File: src/rtl/lmks_pkg.sv
// Package for the lexicographic minimum key select block.
// Item and result types, compare status codes and default sizes.
// No dependencies.
`default_nettype none

package lmks_pkg;

	localparam int MAX_KEY_LEN_DEF = 32;
	localparam int MAX_ENTRIES_DEF = 65536;

	localparam int MIN_INDEX_W = 17;
	localparam int IN_TDATA_W  = 16;
	localparam int OUT_TDATA_W = 24;

	localparam logic [1:0] CMP_EQUAL   = 2'd0;
	localparam logic [1:0] CMP_LESS    = 2'd1;
	localparam logic [1:0] CMP_GREATER = 2'd2;

	typedef logic [MIN_INDEX_W-1:0] min_index_t;

	typedef struct packed {
		logic       byte_valid;
		logic [7:0] key_byte;
		logic       end_of_string;
		logic       missing_entry;
		logic       end_of_set;
	} item_t;

	typedef struct packed {
		logic       found;
		min_index_t min_index;
		logic       key_truncated;
	} result_t;

endpackage

`default_nettype wire

File: src/rtl/lmks_core.sv
// Per-item key compare and best-entry tracking for lexicographic min select.
// Holds the two key stores in one memory with a prefetched, bypassed read.
// Depends on lmks_pkg.
`default_nettype none

module lmks_core #(
	parameter int MAX_KEY_LEN = lmks_pkg::MAX_KEY_LEN_DEF,
	parameter int MAX_ENTRIES = lmks_pkg::MAX_ENTRIES_DEF
) (
	input  wire                clk,
	input  wire                arst_n,
	input  wire                fire,
	input  lmks_pkg::item_t    item,
	input  wire  [7:0]         separator_byte,
	output logic               res_valid,
	output lmks_pkg::result_t  res
);

	localparam int LEN_W = $clog2(MAX_KEY_LEN + 1);
	localparam int AW    = (MAX_KEY_LEN > 1) ? $clog2(MAX_KEY_LEN) : 1;
	localparam int CNT_W = $clog2(MAX_ENTRIES + 1);
	localparam int DEPTH = 2 ** (AW + 1);

	logic [7:0]       mem [DEPTH];
	logic [7:0]       rd_q;

	logic             sel_q, sel_n;
	logic [LEN_W-1:0] best_len_q, best_len_n;
	logic [LEN_W-1:0] len_q, len_n;
	logic [1:0]       st_q, st_n;
	logic             ended_q, ended_n;
	logic [CNT_W-1:0] cnt_q, cnt_n;
	logic [CNT_W-1:0] pos_q, pos_n;
	logic             have_q, have_n;
	logic             trunc_q, trunc_n;

	logic             cnt_room;
	logic             wr_en;
	logic [AW:0]      wr_addr;
	logic [AW:0]      rd_addr;

	assign cnt_room = cnt_q < CNT_W'(MAX_ENTRIES);
	assign wr_addr  = {~sel_q, len_q[AW-1:0]};
	assign rd_addr  = {sel_n, len_n[AW-1:0]};

	always_comb begin
		sel_n      = sel_q;
		best_len_n = best_len_q;
		len_n      = len_q;
		st_n       = st_q;
		ended_n    = ended_q;
		cnt_n      = cnt_q;
		pos_n      = pos_q;
		have_n     = have_q;
		trunc_n    = trunc_q;
		wr_en      = 1'b0;
		res_valid  = 1'b0;
		res        = '0;
		if (fire) begin
			if (item.missing_entry) begin
				if (cnt_room)
					cnt_n = CNT_W'(cnt_q + 1'b1);
				len_n   = '0;
				st_n    = lmks_pkg::CMP_EQUAL;
				ended_n = 1'b0;
			end else begin
				if (item.byte_valid && !ended_q && cnt_room) begin
					if (separator_byte != 8'd0 && item.key_byte == separator_byte) begin
						ended_n = 1'b1;
					end else if (len_q >= LEN_W'(MAX_KEY_LEN)) begin
						trunc_n = 1'b1;
					end else begin
						wr_en = 1'b1;
						if (have_q && st_q == lmks_pkg::CMP_EQUAL && len_q < best_len_q) begin
							if (item.key_byte < rd_q)
								st_n = lmks_pkg::CMP_LESS;
							else if (item.key_byte > rd_q)
								st_n = lmks_pkg::CMP_GREATER;
						end
						len_n = LEN_W'(len_q + 1'b1);
					end
				end
				if (item.end_of_string || item.end_of_set) begin
					if (cnt_room) begin
						cnt_n = CNT_W'(cnt_q + 1'b1);
						if (!have_q || st_n == lmks_pkg::CMP_LESS ||
						    (st_n == lmks_pkg::CMP_EQUAL && len_n < best_len_q)) begin
							have_n     = 1'b1;
							sel_n      = ~sel_q;
							best_len_n = len_n;
							pos_n      = cnt_n;
						end
					end
					len_n   = '0;
					st_n    = lmks_pkg::CMP_EQUAL;
					ended_n = 1'b0;
				end
			end
			if (item.end_of_set) begin
				res_valid = 1'b1;
				// a lone entry answers position one even when missing
				if (cnt_n == CNT_W'(1)) begin
					res.found     = 1'b1;
					res.min_index = lmks_pkg::min_index_t'(1);
				end else if (have_n) begin
					res.found     = 1'b1;
					res.min_index = lmks_pkg::min_index_t'(pos_n);
				end
				res.key_truncated = trunc_n;
				sel_n      = 1'b0;
				best_len_n = '0;
				cnt_n      = '0;
				pos_n      = '0;
				have_n     = 1'b0;
				trunc_n    = 1'b0;
			end
		end
	end

	always_ff @(posedge clk or negedge arst_n) begin
		if (!arst_n) begin
			sel_q      <= 1'b0;
			best_len_q <= '0;
			len_q      <= '0;
			st_q       <= lmks_pkg::CMP_EQUAL;
			ended_q    <= 1'b0;
			cnt_q      <= '0;
			pos_q      <= '0;
			have_q     <= 1'b0;
			trunc_q    <= 1'b0;
		end else begin
			sel_q      <= sel_n;
			best_len_q <= best_len_n;
			len_q      <= len_n;
			st_q       <= st_n;
			ended_q    <= ended_n;
			cnt_q      <= cnt_n;
			pos_q      <= pos_n;
			have_q     <= have_n;
			trunc_q    <= trunc_n;
		end
	end

	// best-key byte for the next candidate position, with write bypass
	always_ff @(posedge clk) begin
		if (wr_en)
			mem[wr_addr] <= item.key_byte;
		if (wr_en && wr_addr == rd_addr)
			rd_q <= item.key_byte;
		else
			rd_q <= mem[rd_addr];
	end

`ifndef NO_ASSERTIONS
	a_pos_clear: assert property (@(posedge clk) disable iff (!arst_n)
		!have_q |-> pos_q == '0) else $error("best position set without a best key");
	a_pos_le_cnt: assert property (@(posedge clk) disable iff (!arst_n)
		pos_q <= cnt_q) else $error("best position beyond entry count");
	a_have_cnt: assert property (@(posedge clk) disable iff (!arst_n)
		have_q |-> cnt_q != '0) else $error("best key with no entries counted");
	a_len_max: assert property (@(posedge clk) disable iff (!arst_n)
		len_q <= LEN_W'(MAX_KEY_LEN) && best_len_q <= LEN_W'(MAX_KEY_LEN))
		else $error("key length beyond store size");
	a_set_clear: assert property (@(posedge clk) disable iff (!arst_n)
		res_valid |=> cnt_q == '0 && !have_q && !trunc_q)
		else $error("set state not cleared after answer");
`endif

endmodule

`default_nettype wire

File: src/rtl/lexicographic_min_key_select_top.sv
// Each request is held in the input register; its answer is registered with m_tvalid.
// Throughput: one request per cycle; an input register and a result register
// separate the sides, stalling only when an end of set meets a full result register.
// Reset: arst_n clears all control state and sets the separator to 0;
// the key store memory is not cleared.
// Top level of the lexicographic minimum key select block; depends on lmks_pkg, lmks_core.
`default_nettype none

module lexicographic_min_key_select_top #(
	parameter int MAX_KEY_LEN = lmks_pkg::MAX_KEY_LEN_DEF,
	parameter int MAX_ENTRIES = lmks_pkg::MAX_ENTRIES_DEF
) (
	input  wire                                clk,
	input  wire                                arst_n,
	input  wire                                s_tvalid,
	output logic                               s_tready,
	input  wire  [lmks_pkg::IN_TDATA_W-1:0]    s_tdata,  // key_byte, end_of_string, zero pad
	input  wire  [1:0]                         s_tuser,  // byte_valid, missing_entry
	input  wire                                s_tlast,  // end_of_set
	output logic                               m_tvalid,
	input  wire                                m_tready,
	output logic [lmks_pkg::OUT_TDATA_W-1:0]   m_tdata,  // found, min_index, key_truncated, pad
	input  wire                                cfg_valid,
	output logic                               cfg_ready,
	input  wire  [7:0]                         cfg_data
);

	logic               in_valid_s1;
	lmks_pkg::item_t    item_s1;
	logic               core_fire;
	logic               res_valid;
	lmks_pkg::result_t  res;
	lmks_pkg::result_t  res_q;
	logic               m_tvalid_q;
	logic [7:0]         sep_q;

	assign cfg_ready = 1'b1;
	assign core_fire = in_valid_s1 && (!item_s1.end_of_set || !m_tvalid_q || m_tready);
	assign s_tready  = !in_valid_s1 || core_fire;
	assign m_tvalid  = m_tvalid_q;
	assign m_tdata   = {5'd0, res_q.key_truncated, res_q.min_index, res_q.found};

	always_ff @(posedge clk or negedge arst_n) begin
		if (!arst_n) begin
			sep_q       <= 8'd0;
			in_valid_s1 <= 1'b0;
			m_tvalid_q  <= 1'b0;
		end else begin
			if (cfg_valid)
				sep_q <= cfg_data;
			if (s_tready)
				in_valid_s1 <= s_tvalid;
			if (res_valid)
				m_tvalid_q <= 1'b1;
			else if (m_tready)
				m_tvalid_q <= 1'b0;
		end
	end

	always_ff @(posedge clk) begin
		if (s_tvalid && s_tready) begin
			item_s1.byte_valid    <= s_tuser[0];
			item_s1.key_byte      <= s_tdata[7:0];
			item_s1.end_of_string <= s_tdata[8];
			item_s1.missing_entry <= s_tuser[1];
			item_s1.end_of_set    <= s_tlast;
		end
		if (res_valid)
			res_q <= res;
	end

	lmks_core #(
		.MAX_KEY_LEN(MAX_KEY_LEN),
		.MAX_ENTRIES(MAX_ENTRIES)
	) u_core (
		.clk           (clk),
		.arst_n        (arst_n),
		.fire          (core_fire),
		.item          (item_s1),
		.separator_byte(sep_q),
		.res_valid     (res_valid),
		.res           (res)
	);

endmodule

`default_nettype wire

File: config.mk
export PLATFORM = sky130hd
export DESIGN_NAME = lexicographic_min_key_select_top
export DESIGN_NICKNAME = d
export VERILOG_FILES = /design/src/rtl/lmks_pkg.sv /design/src/rtl/lmks_core.sv /design/src/rtl/lexicographic_min_key_select_top.sv
export SDC_FILE = /design/constraint.sdc
export NUM_CORES = 1
export LEC_CHECK = 0
export BUFFER_PORTS_ARGS = -buffer_cell sky130_fd_sc_hd__buf_2
export CELL_PAD_IN_SITES_DETAIL_PLACEMENT = 2
export CELL_PAD_IN_SITES_GLOBAL_PLACEMENT = 2
export CORE_MARGIN = 4
export CORE_UTILIZATION = 44
export CTS_CLUSTER_SIZE = 40
export DETAILED_ROUTE_END_ITERATION = 10
export PLACE_DENSITY = 0.84
export RECOVER_POWER = 25
export SETUP_SLACK_MARGIN = 0.15
export SYNTH_ARGS = -nofsm -noshare
export SYNTH_HDL_FRONTEND = slang
export SYNTH_HIERARCHICAL = 1
export SYNTH_SLANG_ARGS = --single-unit
File: constraint.sdc
create_clock -name clk -period 4.4 [get_ports clk]
set_input_delay 0.22 -clock clk [delete_from_list [all_inputs] [get_ports clk]]
set_output_delay 0.22 -clock clk [all_outputs]
set_load 0.01 [all_outputs]
# Yosys cells after proc, flatten, opt, wreduce, memory -nomap -nowiden
# Memories as Yosys holds them, arrays and structs flattened. A register that Yosys moved wholly into a read port is not among the register bits.
# Cells that the tools add are included.
[op_classes] reduce_logical=32 bitwise_logic=4 div=0 n_mux=67 add_sub_neg=2 eq_ne=4 shifts=0 order_cmp=6 mul=0
[ops] op="2-to-1 mux 17 bit" n=10
[ops] op="2-to-1 mux 6 bit" n=12
[ops] op="2-to-1 mux 18 bit" n=2
[ops] op="2-to-1 mux 1 bit" n=32
[ops] op="2-to-1 mux 2 bit" n=10
[ops] op="adder 17 x 1 -> 17 bit (second input constant)" n=1
[ops] op="== test 17 x 1 -> 1 bit (second input constant)" n=1
[ops] op="< comparator 17 bit (second input constant)" n=1
[ops] op="< comparator 6 bit" n=2
[ops] op="== test 8 bit" n=1
[ops] op="greater-than comparator 8 bit" n=1
[ops] op="logical AND 1 bit" n=8
[ops] op="< comparator 8 bit" n=1
[ops] op="nonzero test 2 bit" n=4
[ops] op="nonzero test 8 bit" n=1
[ops] op="adder 6 x 1 -> 6 bit (second input constant)" n=1
[ops] op="greater-or-equal comparator 6 bit (second input constant)" n=1
[ops] op="logical OR 1 bit" n=6
[ops] op="nonzero test 3 bit" n=2
[ops] op="logical NOT 1 bit" n=5
[ops] op="2-to-1 mux 5 bit" n=1
[ops] op="AND reduction 5 bit" n=1
[ops] op="logical NOT 2 bit" n=2
[ops] op="NOT 1 bit" n=4
[ops] op="5 further kinds" n=5
[word_totals] rom_bits=0 out_inout_bits=27 word_cells=138 reg_bits=93 mem_bits_rw=512 latch_bits=0 input_bits=32 n_memories=1
[mem_list] name="u_core.mem" depth=64 width=8 rd=1 rd_clocked_by_memory_dff=1 wr=1 line_no="lmks_core.sv:24" text="logic [7:0] mem [DEPTH];"

# Depth between registers and ports, before layout
[logic_depth] depth_word=19 ltp_mapped=16 ltp_nobuf=15

# Hierarchy
# Netlist, hierarchy kept.
[by_module_without_submodules] mod="lmks_core" area_per_inst_um2=23902.9 instances=1 cells_per_inst=1310 seq_area_each_um2=16796.1
[by_module_without_submodules] mod="lexicographic_min_key_select_top" area_per_inst_um2=1428.9 instances=1 cells_per_inst=64 seq_area_each_um2=1181.1

# Worst setup path before layout
# No wires, ideal clock.
[synth_path] path_kind="flip-flop to flip-flop" start="register (tool-made name)" end="register res_q (netlist bit m_tdata[9]), data pin" path_slack_ps=-378 setup_ps=264 synth_period_minus_slack_ps=4778 t_required_ps=4136 arrival_ps=4514 path_buffers=3 path_stages_with_launch=17 path_cell_list="dfxtp_1 buf_2 buf_1 mux4_2 mux4_2 mux4_2 inv_1 ha_1 nand3_1 o221a_2 o31ai_1 or4b_4 and4b_4 o21a_2 buf_4 nor2_1 a211oi_1"
[synth_rtl] element="end signal: assignment" line_no="lexicographic_min_key_select_top.sv:69" text="res_q <= res;"
[synth_rtl] element="end: declaration" line_no="lexicographic_min_key_select_top.sv:33" text="lmks_pkg::result_t res_q;"

# Final worst setup path
[layout_path] start="register sep_q[5]" end="register u_core.pos_q[4]"
[layout_between] elab_chain_cells=14 word_cells_on_any_way=22 cone_classes="order compare: 1; eq/ne: 2; mux: 13; reduce/logical: 6"
[layout_rtl] element="start: declaration" line_no="lexicographic_min_key_select_top.sv:35" text="logic [7:0] sep_q;"
[layout_rtl] element="start signal: assignment" line_no="lexicographic_min_key_select_top.sv:50" text="sep_q <= cfg_data;"
[layout_rtl] element="== test 8 bit / nonzero test 8 bit (equally long branches)" line_no="lmks_core.sv:68" text="if (separator_byte != 8'd0 && item.key_byte == separator_byte) begin"
[layout_rtl] element="logical AND 1 bit *" line_no="lmks_core.sv:68"
[layout_rtl] element="2-to-1 mux 6 bit / 2-to-1 mux 2 bit (equally long branches)" line_no="lmks_core.sv:68"
[layout_rtl] element="2-to-1 mux 6 bit / 2-to-1 mux 2 bit (equally long branches)" line_no="lmks_core.sv:67" text="if (item.byte_valid && !ended_q && cnt_room) begin"
[layout_rtl] element="2-to-1 mux 6 bit / 2-to-1 mux 2 bit (equally long branches)" line_no="lmks_core.sv:60" text="if (item.missing_entry) begin"
[layout_rtl] element="2-to-1 mux 6 bit / 2-to-1 mux 2 bit (equally long branches)" line_no="lmks_core.sv:59" text="if (fire) begin"
[layout_rtl] element="< comparator 6 bit (tied with other cells)" line_no="lmks_core.sv:87" text="(st_n == lmks_pkg::CMP_EQUAL && len_n < best_len_q)) begin"
[layout_rtl] element="logical AND 1 bit / logical OR 1 bit (equally long branches)" line_no="lmks_core.sv:87, lmks_core.sv:86"
[layout_rtl] element="logical OR 1 bit *" line_no="lmks_core.sv:86" text="if (!have_q || st_n == lmks_pkg::CMP_LESS ||"
[layout_rtl] element="2-to-1 mux 17 bit *" line_no="lmks_core.sv:86"
[layout_rtl] element="2-to-1 mux 17 bit *" line_no="lmks_core.sv:84" text="if (cnt_room) begin"
[layout_rtl] element="2-to-1 mux 17 bit *" line_no="lmks_core.sv:83" text="if (item.end_of_string || item.end_of_set) begin"
[layout_rtl] element="2-to-1 mux 17 bit *" line_no="lmks_core.sv:60"
[layout_rtl] element="2-to-1 mux 17 bit *" line_no="lmks_core.sv:99" text="if (item.end_of_set) begin"
[layout_rtl] element="end signal: assignment" line_no="lmks_core.sv:138" text="pos_q <= pos_n;"
[layout_rtl] element="end: declaration" line_no="lmks_core.sv:33" text="logic [CNT_W-1:0] pos_q, pos_n;"
# Every way passes the cells marked *; elsewhere a longest branch is shown, timed or not. The select of a mux whose other input is x is not followed.
# A chain may end at the register's enable or synchronous reset.

==> out/qor.yml <==
floorplan:
  die_x_um: 248
  die_h_um: 248
  num_rows: 87
  core_region_area_mm2: 0.0567
  start_util: 0.447
  io_pins: 59
  dieArea_mm2: 0.0615
routing:
  antenna_left: 0
  vias: 15900
  wirelength_um: 97600
  wl_per_cell_um: 41.3
  drcViolationCount: 0
  drt-initial-drc-count: 2327
  drtPass1Iterations: 6
  via_per_inst: 6.71
clock_tree:
  clockRootBuffer: "clkbuf_16"
  htree_levels: 3
  cts_inserted_buffers: 67
  cts_tree: "built"
  path_clk_slew_ns: 0.07
  clk_path_buf_depth: 3
  clkSinkCount: 611
  insertion_delay_ns: 0.64
cells_and_area:
  layout_common_cells: "edfxtp_1, mux4_2, nor2_1, buf_4, clkbuf_16"
  final_nets: 1614
  layout_commonest_cell: "edfxtp_1"
  final_core_util: 0.534
  register_area_mm2: 0.0180
  diodes: 0
  layout-drive-gt1-share: 0.312
  final_area_mm2: 0.0303
  multiInputGateArea_mm2: 0.00722
  nFillCells: 4862
  area_growth_syn_to_layout_pct: 19.6
place:
  io_buffer_count: 45
  place_congestion: 0.793
  dp_hpwl_um: 50900
  placed_cell_area_mm2: 0.0269
sta:
  fin_crit_ns: 5.30
  finalHoldViolCount: 3
  tns_ns: -31.42
  finalMaxSlewViolations: 105
  tightest_slew_ns: 2.70
  slew_headroom: -0.797
  period_share: 1.21
  setup_violations: 43
  fmax_mhz: 189
  whs_ns: -0.00225
  rsz0062_at_grt: "true"
  setup_ws_ns: -0.903
  finClkSkew_ns: 0.0474
outcome:
  violations: "negative hold slack, max-capacitance violations, max-slew violations, negative setup slack"
  status: "finished with violations"
setup_path:
  startpoint_type: "flip-flop"
  critPathTopFamily: "simple AND/OR/NAND/NOR gates"
  crit_path_max_incr_delay_ns: 0.60
  crit_path_end_kind: "flip-flop"
  critPathBufInv: 2
  crit_type: "flip-flop to flip-flop"
  cp.arrival_ns: 5.80
  cp_data_required_time_ns: 4.90
  path_cells: "or4_4, nor2_4, o31ai_2, nor2_1, nand4_1, xnor2_1, ha_1, a211oi_1, nor4b_1, o21ai_1, o21ai_4, buf_12, buf_6, nor3_1, a221o_1"
  crit_fanout: 7
  slowest_stage: "nor2_1"
  rrSetupSlack_ns: -0.90
global_routing:
  grtUsageTotal: 0.310
  gr-total-overflow: 0
  grt_max_degree: 66
  grt_pass1_wl_um: 134000
  grt_pass1_vias: 16700
  antenna_found_initial: 3
synth:
  synth_area_per_cell_um2: 18.4
  synth_area_mm2: 0.0253
  ys_seq_elements: 611
  synth_ff_type: "edfxtp_1"
  synth_cells: 1374
  yosysUniqueCellTypes: 67
  synthArstFlopShare: 0.101
  synth_seq_area_share: 0.710
  yosysWarnings: 6
  synth_edf_count: 543
run:
  max_cap_violations: 2
pwr:
  p_per_area_mw_per_mm2: 462
  p_leak_nw: 9.79
  ir_drop_mv: 0.374
min_path:
  hold_path.class: "input port to flip-flop"
## worst reg2reg max path, delay by kind of cell, from the launching register on
kind	cells	cell delay [ns]
compound gates	5	1.30
xor+xnor	1	0.56
fa+ha+maj	1	0.32
buf+inv	2	0.28
flops	1	0.43
simple gates	6	2.30
## cell families after synthesis
family	after synthesis	synth area share
XOR/XNOR	26	0.00899
adder cells (fa/ha/maj)	22	0.0109
AO/OA/AOI/OAI	122	0.0356
buffers and inverters	122	0.0209
other	2	0.000296
flip-flops	611	0.710
AND/OR/NAND/NOR	283	0.0555
multiplexers	186	0.158
## state kept, by name, summed over array words and instances, names as in the netlist, 2 cells and up, named ones only
signal	count
item_s1	12
m_tdata	19
sep_q	8
u_core/best_len_q	6
u_core/cnt_q	17
u_core/len_q	6
u_core/mem	512
u_core/pos_q	17
u_core/st_q	2
## worst paths after layout
path                                     start          endpoint  cells past startpoint
worst min register to register  u_core/trunc_q    u_core/trunc_q                      2
worst min-delay path                 cfg_valid          sep_q[7]                      2
max in group asynchronous               arst_n  u_core/pos_q[12]                      3
worst max register to register        sep_q[5]   u_core/pos_q[4]                     15
min in group asynchronous               arst_n   u_core/cnt_q[8]                      2
worst max-delay path                  sep_q[5]   u_core/pos_q[4]                     15
## routing by layer
metal | track usage | vias to the layer above | part of all wire
met2 | 0.517 | 1149 | 0.49
met4 | 0.121 | 2 | 0.053
met5 | 0 | - | 0.00019
li1 | - | 5916 | -
met1 | 0.403 | 8517 | 0.37
met3 | 0.0646 | 292 | 0.080
## area by class of cell
class	count	area share
multi-input combinational	645	0.238
timing repair buffer	191	0.0617
tap	756	0.0312
clock inverter	21	0.00731
sequential	611	0.593
clock buffer	97	0.0625
inverter	44	0.00553
## power by group
group	internal, W	leakage [nW]	switching [W]	total, W
sequential	0.00645	5.78	0.000208	0.00666
clock	0.00319	1.02	0.00259	0.00578
combinational	0.000606	2.99	0.000969	0.00157
## synthesized netlist by cell type (12+ instances only)
library cell | n | area share
mux4_2 | 168 | 0.15
a21oi_1 | 22 | 0.0043
clkbuf_1 | 42 | 0.0062
xnor2_1 | 25 | 0.0086
nor3_1 | 29 | 0.0057
edfxtp_1 | 543 | 0.64
buf_1 | 18 | 0.0027
a211oi_1 | 16 | 0.0047
o22ai_1 | 17 | 0.0042
dfrtp_1 | 62 | 0.061
nor2b_1 | 12 | 0.0030
nor2_1 | 118 | 0.017
nand3_1 | 27 | 0.0053
or3_1 | 13 | 0.0032
ha_1 | 22 | 0.011
nand2_1 | 39 | 0.0058
a221o_1 | 13 | 0.0051
inv_1 | 43 | 0.0064
## through the flow
step	hold WS (ns)	instances	total power, W	worst slack [ns]
after global placement	0.252	2180	0.00773	-0.597
after floorplan	-0.0756	1378	0.00744	0.152
after CTS	0.00608	2358	0.0137	-0.544
after global routing	-0.00383	2365	0.0144	-0.851
final	-0.00225	2365	0.0140	-0.903
after detailed placement	0.268	2180	0.00788	-0.905
## repair_timing
item                                    CTS  global route
resized for setup                        79            50
cloned                                    8             0
endpoints found under the setup margin   55           304
hold endpoints to repair                 45             0
pin swaps                                11            11
buffers inserted                         29             7
hold buffers                             23             0
Note: power is estimated with default switching activity, not from simulation.
